`config.mk`:
```
export PLATFORM = sky130hd
export DESIGN_NAME = json_string_unescape
export DESIGN_NICKNAME = d
export VERILOG_FILES = /design/src/hdl/jsu_pkg.sv /design/src/hdl/json_string_unescape.sv /design/src/hdl/jsu_decode.sv /design/src/hdl/jsu_out_buf.sv
export SDC_FILE = /design/constraint.sdc
export NUM_CORES = 1
export LEC_CHECK = 0
export BUFFER_PORTS_ARGS = -buffer_cell sky130_fd_sc_hd__buf_2
export CAP_MARGIN = 20
export CORE_MARGIN = 5
export CORE_UTILIZATION = 64
export CTS_CLUSTER_SIZE = 24
export DETAILED_ROUTE_END_ITERATION = 10
export PLACE_DENSITY_LB_ADDON = 0.05
export SYNTH_ARGS = -nofsm -noshare
export SYNTH_HDL_FRONTEND = slang
export SYNTH_SLANG_ARGS = --single-unit
export TNS_END_PERCENT = 50
```
`constraint.sdc`:
```
create_clock -name clk -period 5.4 [get_ports clk]
set_clock_uncertainty 0.05 [all_clocks]
set_input_delay 1.08 -clock clk [delete_from_list [all_inputs] [get_ports clk]]
set_output_delay 1.08 -clock clk [all_outputs]
set_load 0.01 [all_outputs]
```
`src/hdl/jsu_pkg.sv`:
```
// Shared types, codes and helpers for the JSON string unescaper.
package jsu_pkg;

	localparam int DATA_W = 8;
	localparam int KIND_W = 2;
	localparam int ERR_W  = 3;
	localparam int MAX_RES = 3;
	localparam int CNT_W  = 2;

	typedef enum logic [1:0] {
		MODE_IDLE = 2'd0,
		MODE_STR  = 2'd1,
		MODE_ESC  = 2'd2,
		MODE_HEX  = 2'd3
	} mode_t;

	localparam logic [KIND_W-1:0] KIND_BYTE = 2'd0;
	localparam logic [KIND_W-1:0] KIND_END  = 2'd1;
	localparam logic [KIND_W-1:0] KIND_ERR  = 2'd2;

	localparam logic [ERR_W-1:0] ERR_NONE     = 3'd0;
	localparam logic [ERR_W-1:0] ERR_NO_QUOTE = 3'd1;
	localparam logic [ERR_W-1:0] ERR_UNTERM   = 3'd2;
	localparam logic [ERR_W-1:0] ERR_BAD_ESC  = 3'd3;
	localparam logic [ERR_W-1:0] ERR_BAD_HEX  = 3'd4;

	localparam logic [7:0] CH_QUOTE = 8'h22;
	localparam logic [7:0] CH_BSLASH = 8'h5C;
	localparam logic [7:0] CH_SLASH = 8'h2F;

	localparam logic [7:0] UTF8_CONT  = 8'h80;
	localparam logic [7:0] UTF8_LEAD2 = 8'hC0;
	localparam logic [7:0] UTF8_LEAD3 = 8'hE0;
	localparam logic [7:0] UTF8_MASK6 = 8'h3F;

	// one decoded group of results caused by a single input byte
	typedef struct packed {
		logic [CNT_W-1:0]                count;
		logic [MAX_RES-1:0][DATA_W-1:0] bytes;
		logic [KIND_W-1:0]              kind;
		logic [ERR_W-1:0]               err;
	} dec_res_t;

	// bit 4 flags a valid digit, bits 3:0 give its value
	function automatic logic [4:0] hex_value(input logic [7:0] c);
		logic [4:0] r;
		r = 5'd0;
		if (c >= 8'h30 && c <= 8'h39)
			r = {1'b1, c[3:0]};
		else if ((c >= 8'h61 && c <= 8'h66) || (c >= 8'h41 && c <= 8'h46))
			r = {1'b1, c[3:0] + 4'd9};
		return r;
	endfunction

endpackage

```
`src/hdl/json_string_unescape.sv`:
```
// Requests go through the input stage register and then the result register.
// Throughput: one byte per cycle while m_tready is high; a u escape ending in a
// 2 or 3 byte UTF-8 form holds the input stage while the result register drains.
// Reset (arst_n, async, active low) clears the stage valids and returns the
// decoder to idle, awaiting the opening quote.
module json_string_unescape (
	input  logic        clk,
	input  logic        arst_n,
	input  logic        s_tvalid,
	output logic        s_tready,
	input  logic [7:0]  s_tdata,   // [7:0] data_byte
	input  logic [0:0]  s_tuser,   // [0] end_of_data
	output logic        m_tvalid,
	input  logic        m_tready,
	output logic [7:0]  m_tdata,   // [7:0] out_byte
	output logic [4:0]  m_tuser,   // [1:0] result_kind, [4:2] error_code
	output logic        m_tlast    // last_of_run
);
	import jsu_pkg::*;

	logic              valid_s1;
	logic [DATA_W-1:0] data_s1;
	logic              eod_s1;
	logic              advance;
	logic              can_load;
	dec_res_t          res;
	logic [KIND_W-1:0] kind;
	logic [ERR_W-1:0]  err;

	assign advance  = valid_s1 && can_load;
	assign s_tready = !valid_s1 || can_load;

	always_ff @(posedge clk or negedge arst_n) begin
		if (!arst_n)
			valid_s1 <= 1'b0;
		else if (s_tready)
			valid_s1 <= s_tvalid;
	end

	always_ff @(posedge clk) begin
		if (s_tready && s_tvalid) begin
			data_s1 <= s_tdata;
			eod_s1  <= s_tuser[0];
		end
	end

	jsu_decode u_decode (
		.clk         (clk),
		.arst_n      (arst_n),
		.commit      (advance),
		.data_byte   (data_s1),
		.end_of_data (eod_s1),
		.res         (res)
	);

	jsu_out_buf u_out_buf (
		.clk         (clk),
		.arst_n      (arst_n),
		.load        (advance),
		.res         (res),
		.can_load    (can_load),
		.m_tvalid    (m_tvalid),
		.m_tready    (m_tready),
		.out_byte    (m_tdata),
		.result_kind (kind),
		.error_code  (err),
		.last_of_run (m_tlast)
	);

	assign m_tuser = {err, kind};

`ifndef NO_ASSERTIONS
	// end markers and errors are always single results
	a_single_nonbyte: assert property (@(posedge clk) disable iff (!arst_n)
		m_tvalid && kind != KIND_BYTE |-> m_tlast)
		else $error("end or error result not marked last");

	a_err_has_code: assert property (@(posedge clk) disable iff (!arst_n)
		m_tvalid && kind == KIND_ERR |-> err != ERR_NONE)
		else $error("error result without a code");

	a_byte_no_code: assert property (@(posedge clk) disable iff (!arst_n)
		m_tvalid && kind != KIND_ERR |-> err == ERR_NONE)
		else $error("code set on a non-error result");

	// a stalled input stage only drops once the result register frees up
	a_stall_drains: assert property (@(posedge clk) disable iff (!arst_n)
		valid_s1 && !s_tready |=> valid_s1)
		else $error("input stage lost a request while stalled");
`endif

endmodule

```
`src/hdl/jsu_decode.sv`:
```
// Decoder state registers and the per-byte unescape logic.
module jsu_decode (
	input  logic                        clk,
	input  logic                        arst_n,
	input  logic                        commit,
	input  logic [jsu_pkg::DATA_W-1:0]  data_byte,
	input  logic                        end_of_data,
	output jsu_pkg::dec_res_t           res
);
	import jsu_pkg::*;

	mode_t       mode_q, mode_d;
	logic [1:0]  digits_q, digits_d;
	logic [15:0] cp_q, cp_d;
	logic [4:0]  hv;
	logic [15:0] cp_new;

	assign hv     = hex_value(data_byte);
	assign cp_new = {cp_q[11:0], hv[3:0]};

	always_comb begin
		mode_d   = mode_q;
		digits_d = digits_q;
		cp_d     = cp_q;
		res       = '0;
		res.kind  = KIND_BYTE;
		res.err   = ERR_NONE;
		case (mode_q)
			MODE_IDLE: begin
				if (end_of_data || data_byte != CH_QUOTE) begin
					res.count = 2'd1;
					res.kind  = KIND_ERR;
					res.err   = ERR_NO_QUOTE;
				end else begin
					mode_d = MODE_STR;
				end
			end
			MODE_STR: begin
				if (end_of_data) begin
					res.count = 2'd1;
					res.kind  = KIND_ERR;
					res.err   = ERR_UNTERM;
					mode_d    = MODE_IDLE;
				end else if (data_byte == CH_QUOTE) begin
					res.count = 2'd1;
					res.kind  = KIND_END;
					mode_d    = MODE_IDLE;
				end else if (data_byte == CH_BSLASH) begin
					mode_d = MODE_ESC;
				end else begin
					res.count    = 2'd1;
					res.bytes[0] = data_byte;
				end
			end
			MODE_ESC: begin
				res.count = 2'd1;
				mode_d    = MODE_STR;
				if (end_of_data) begin
					res.kind = KIND_ERR;
					res.err  = ERR_BAD_ESC;
					mode_d   = MODE_IDLE;
				end else begin
					case (data_byte)
						CH_QUOTE, CH_BSLASH, CH_SLASH: res.bytes[0] = data_byte;
						8'h62: res.bytes[0] = 8'h08;
						8'h66: res.bytes[0] = 8'h0C;
						8'h6E: res.bytes[0] = 8'h0A;
						8'h72: res.bytes[0] = 8'h0D;
						8'h74: res.bytes[0] = 8'h09;
						8'h75: begin
							res.count = 2'd0;
							mode_d    = MODE_HEX;
							digits_d  = 2'd0;
							cp_d      = 16'd0;
						end
						default: begin
							res.kind = KIND_ERR;
							res.err  = ERR_BAD_ESC;
							mode_d   = MODE_IDLE;
						end
					endcase
				end
			end
			default: begin
				if (end_of_data || !hv[4]) begin
					res.count = 2'd1;
					res.kind  = KIND_ERR;
					res.err   = ERR_BAD_HEX;
					mode_d    = MODE_IDLE;
					digits_d  = 2'd0;
					cp_d      = 16'd0;
				end else if (digits_q == 2'd3) begin
					mode_d   = MODE_STR;
					digits_d = 2'd0;
					cp_d     = 16'd0;
					if (cp_new[15:7] == '0) begin
						res.count    = 2'd1;
						res.bytes[0] = cp_new[7:0];
					end else if (cp_new[15:11] == '0) begin
						res.count    = 2'd2;
						res.bytes[0] = UTF8_LEAD2 | {3'd0, cp_new[10:6]};
						res.bytes[1] = UTF8_CONT | (cp_new[7:0] & UTF8_MASK6);
					end else begin
						res.count    = 2'd3;
						res.bytes[0] = UTF8_LEAD3 | {4'd0, cp_new[15:12]};
						res.bytes[1] = UTF8_CONT | (cp_new[13:6] & UTF8_MASK6);
						res.bytes[2] = UTF8_CONT | (cp_new[7:0] & UTF8_MASK6);
					end
				end else begin
					digits_d = digits_q + 2'd1;
					cp_d     = cp_new;
				end
			end
		endcase
	end

	always_ff @(posedge clk or negedge arst_n) begin
		if (!arst_n) begin
			mode_q   <= MODE_IDLE;
			digits_q <= 2'd0;
			cp_q     <= 16'd0;
		end else if (commit) begin
			mode_q   <= mode_d;
			digits_q <= digits_d;
			cp_q     <= cp_d;
		end
	end

endmodule

```
`src/hdl/jsu_out_buf.sv`:
```
// Result register that hands out one decoded group a result at a time.
module jsu_out_buf (
	input  logic                        clk,
	input  logic                        arst_n,
	input  logic                        load,
	input  jsu_pkg::dec_res_t           res,
	output logic                        can_load,
	output logic                        m_tvalid,
	input  logic                        m_tready,
	output logic [jsu_pkg::DATA_W-1:0]  out_byte,
	output logic [jsu_pkg::KIND_W-1:0]  result_kind,
	output logic [jsu_pkg::ERR_W-1:0]   error_code,
	output logic                        last_of_run
);
	import jsu_pkg::*;

	logic [CNT_W-1:0]                total_q;
	logic [CNT_W-1:0]                idx_q;
	logic [MAX_RES-1:0][DATA_W-1:0] bytes_q;
	logic [KIND_W-1:0]              kind_q;
	logic [ERR_W-1:0]               err_q;
	logic                           pop;

	assign m_tvalid    = (total_q != '0);
	assign last_of_run = (idx_q == total_q - 2'd1);
	assign pop         = m_tvalid && m_tready;
	assign can_load    = !m_tvalid || (m_tready && last_of_run);
	assign out_byte    = bytes_q[idx_q];
	assign result_kind = kind_q;
	assign error_code  = err_q;

	always_ff @(posedge clk or negedge arst_n) begin
		if (!arst_n) begin
			total_q <= '0;
			idx_q   <= '0;
		end else if (load && can_load) begin
			total_q <= res.count;
			idx_q   <= '0;
		end else if (pop) begin
			if (last_of_run)
				total_q <= '0;
			idx_q <= idx_q + 2'd1;
		end
	end

	always_ff @(posedge clk) begin
		if (load && can_load) begin
			bytes_q <= res.bytes;
			kind_q  <= res.kind;
			err_q   <= res.err;
		end
	end

endmodule
```
==> reports/metrics.csv <==
metric,value,unit
htreeDepth,3,
synth-seq-cells,57,
met1_usage,0.3469,
vias_per_cell,6.500,
combPwrFrac,0.375,
io_pins,29,
rows,26,
antenna_found_initial,0,
top_usage_layer,met2,
placed_area,3555,um2
critPathTopFamily,flip-flops,
yosysMostFrequentCell,nand2_1,
maxCapViolCount,0,
status,"finished, final reports clean",
worstMarginPinSlew,0.9076,ns
power.switching,0.7361,mW
hold_path_startpoint,u_decode.digits_q[1],
clkLatencyLatePin,0.34,ns
clk_path_buf_depth,2,
syn_nets,356,
drt_wl_total,8159,um
cts_resized,0,
place_congestion,0.9653,
slew_headroom,0.3894,
grt_pass1_wl,13500,um
fp.dieH,82.83,um
tns,0,ns
ys_types,70,
synth_common_cells,"38 x nand2_1, 36 x edfxtp_1, 25 x nor2_1, 21 x dfrtp_1, 16 x inv_1",
first_pass_iters,5,
cts_made_buffers,9,
dieArea,6860,um2
leakage,1.487,nW
cp-start-kind,register,
min_path_type,register to register,
clk_pin_slew,0.07,ns
setup_violations,0,
ant_nets,0,
overflow,0,
vdd_drop_max,0.3130,mV
syn_area,3395,um2
p_int,1.165,mW
fmax,0.3132,GHz
drive_above_1_share,0.1575,
clock_sinks,57,
synthArstFlopShare,0.3684,
holdBufCountCts,0,
port_buffers,28,
met3_usage,0.06634,
areaGrowthSynthToFinish,11.17,%
wire_per_inst,18.89,um
finalWorstSetupSlack,2.207,ns
path_cells,xnor2_1 -> nor2_1 -> nand2_1 -> and3_1 -> inv_1 -> buf_2,
cellPowerDensity,503.9,nW/um2
core-area,5140,um2
crit_path_end_kind,output pin,
hold_viol_final,0,
clkPwrFrac,0.219,
fin_util,0.7342,
r2r_start,data_s1[1],
vias,2808,
track_usage,0.2483,
timing.hold.ws,0.4650,ns
synth.area.top_cells,"edfxtp_1 32%, dfrtp_1 15%, nand2_1 4.2%",
fin_crit_sh,0.5912,
max_stage_delay,0.74,ns
cp_max_fo,14,
start_util,0.6604,
drt_iter0_markers,282,
slew_violations,0,
required,4.27,ns
root_buffer,clkbuf_8,
min_period,3.193,ns
syn_inst,333,
die_w,82.83,um
grt_max_degree,35,
ys_warn_count,0,
synth_top_area_cell,edfxtp_1,
ys_seq_area_frac,0.4733,
placed_cells_incl_taps,416,
route.detailed.drc,0,
fin_area,3774,um2
cts_tree,built,
post-cts-setup-buffer-count,0,
avgSynthCellArea,10.19,um2
slowest_stage,dfrtp_1,
nets,380,
seq_power_share,0.406,
dpl.hpwl,5968,um
dp_slack,2.349,ns
criticalPathCategory,register to output pin,
worst-path-buf-inv,2,
critPathLaunch,u_out_buf.idx_q[0],
grt_use_met2,0.3673,
antenna_cells,0,
instances_no_fill,432,
switching_share,0.3871,
grt_pass1_vias,2643,
rsz0062_at_grt,false,
cp.arrival,2.06,ns
synth-edff-count,36,
synth-main-ff-cell,edfxtp_1,
finalPower,1.901,mW
synth_top_area_share,0.3185,
==> sequential cells by signal (all words and copies together), names as in the netlist <==
register,flops
eod_s1,1
u_decode.digits_q,2
u_out_buf.error_code,3
u_decode.mode_q,2
u_out_buf.total_q,2
valid_s1,1
data_s1,8
u_out_buf.idx_q,2
u_out_buf.result_kind,2
u_decode.cp_q,12
u_out_buf.bytes_q,22
==> cell families after synthesis <==
family,synth area share
xor gates and xnor gates,0.007742
and+or+nand+nor,0.1817
muxes,0.03244
AOI/OAI and AO/OA,0.2271
DFF,0.4733
adders and majority gates,0.03686
buffers and inverters,0.04091
==> cells in the final DEF (no fill, tap or decap), types with 5 or more instances in the layout <==
cell and n:
nand2_1 38, edfxtp_1 36, buf_2 28, nor2_1 25, dfrtp_1 21, inv_1 16, a21oi_1 15, o21ai_0 15
mux2i_1 11, clkbuf_8 11, ha_1 10, nor3_1 9, a22o_1 8, a31oi_1 5, nor2b_1 5, a211oi_1 5
==> metal layers <==
| layer | part of all wire | routed length, um |
|---|---|---|
| met1 | 0.43 | 3533 |
| met2 | 0.46 | 3744 |
| met3 | 0.083 | 678 |
| met4 | 0.025 | 202 |
| met5 | 0 | 0 |
==> path summary, 6_finish.rpt <==
| check | endpoint | slack [ns] | cells past startpoint |
|---|---|---|---|
| setup / recovery | s_tready | 2.21 | 6 |
| hold / removal | u_decode.digits_q[1] | 0.46 | 1 |
| setup reg to reg | u_decode.cp_q[5] | 2.52 | 7 |
| hold reg to reg | u_decode.digits_q[1] | 0.46 | 1 |
| max in group asynchronous | u_decode.cp_q[2] | 4.29 | 1 |
| min in group asynchronous | u_out_buf.idx_q[0] | 0.66 | 1 |
==> area by class of cell <==
cell class                      count  area (um2)
Multi-Input combinational cell    243        1649
Fill cell                         374        1366
Timing Repair Buffer               29       147.6
Tap cell                           70       87.58
Clock inverter                      3       17.52
Clock buffer                       13       201.4
Inverter                           17       63.81
Sequential cell                    57        1607
==> power groups by stage <==
stage               logic, mW  clock network (mW)  registers, mW
floorplan               0.538                   0          0.719
global placement        0.690                   0          0.774
detailed placement      0.711                   0          0.778
CTS                     0.714               0.423          0.770
global route            0.788               0.452          0.790
finish                  0.714               0.416          0.772
==> worst register-to-register path: stages (launching register included) <==
cell and delay, ns:
edfxtp_1 0.49, inv_1 0.19, ha_1 0.36, o21bai_4 0.11, a2111o_4 0.56, a2111oi_4 0.46
and3_1 0.40, a22o_1 0.19
No activity file was read; power rests on OpenSTA's default activity.
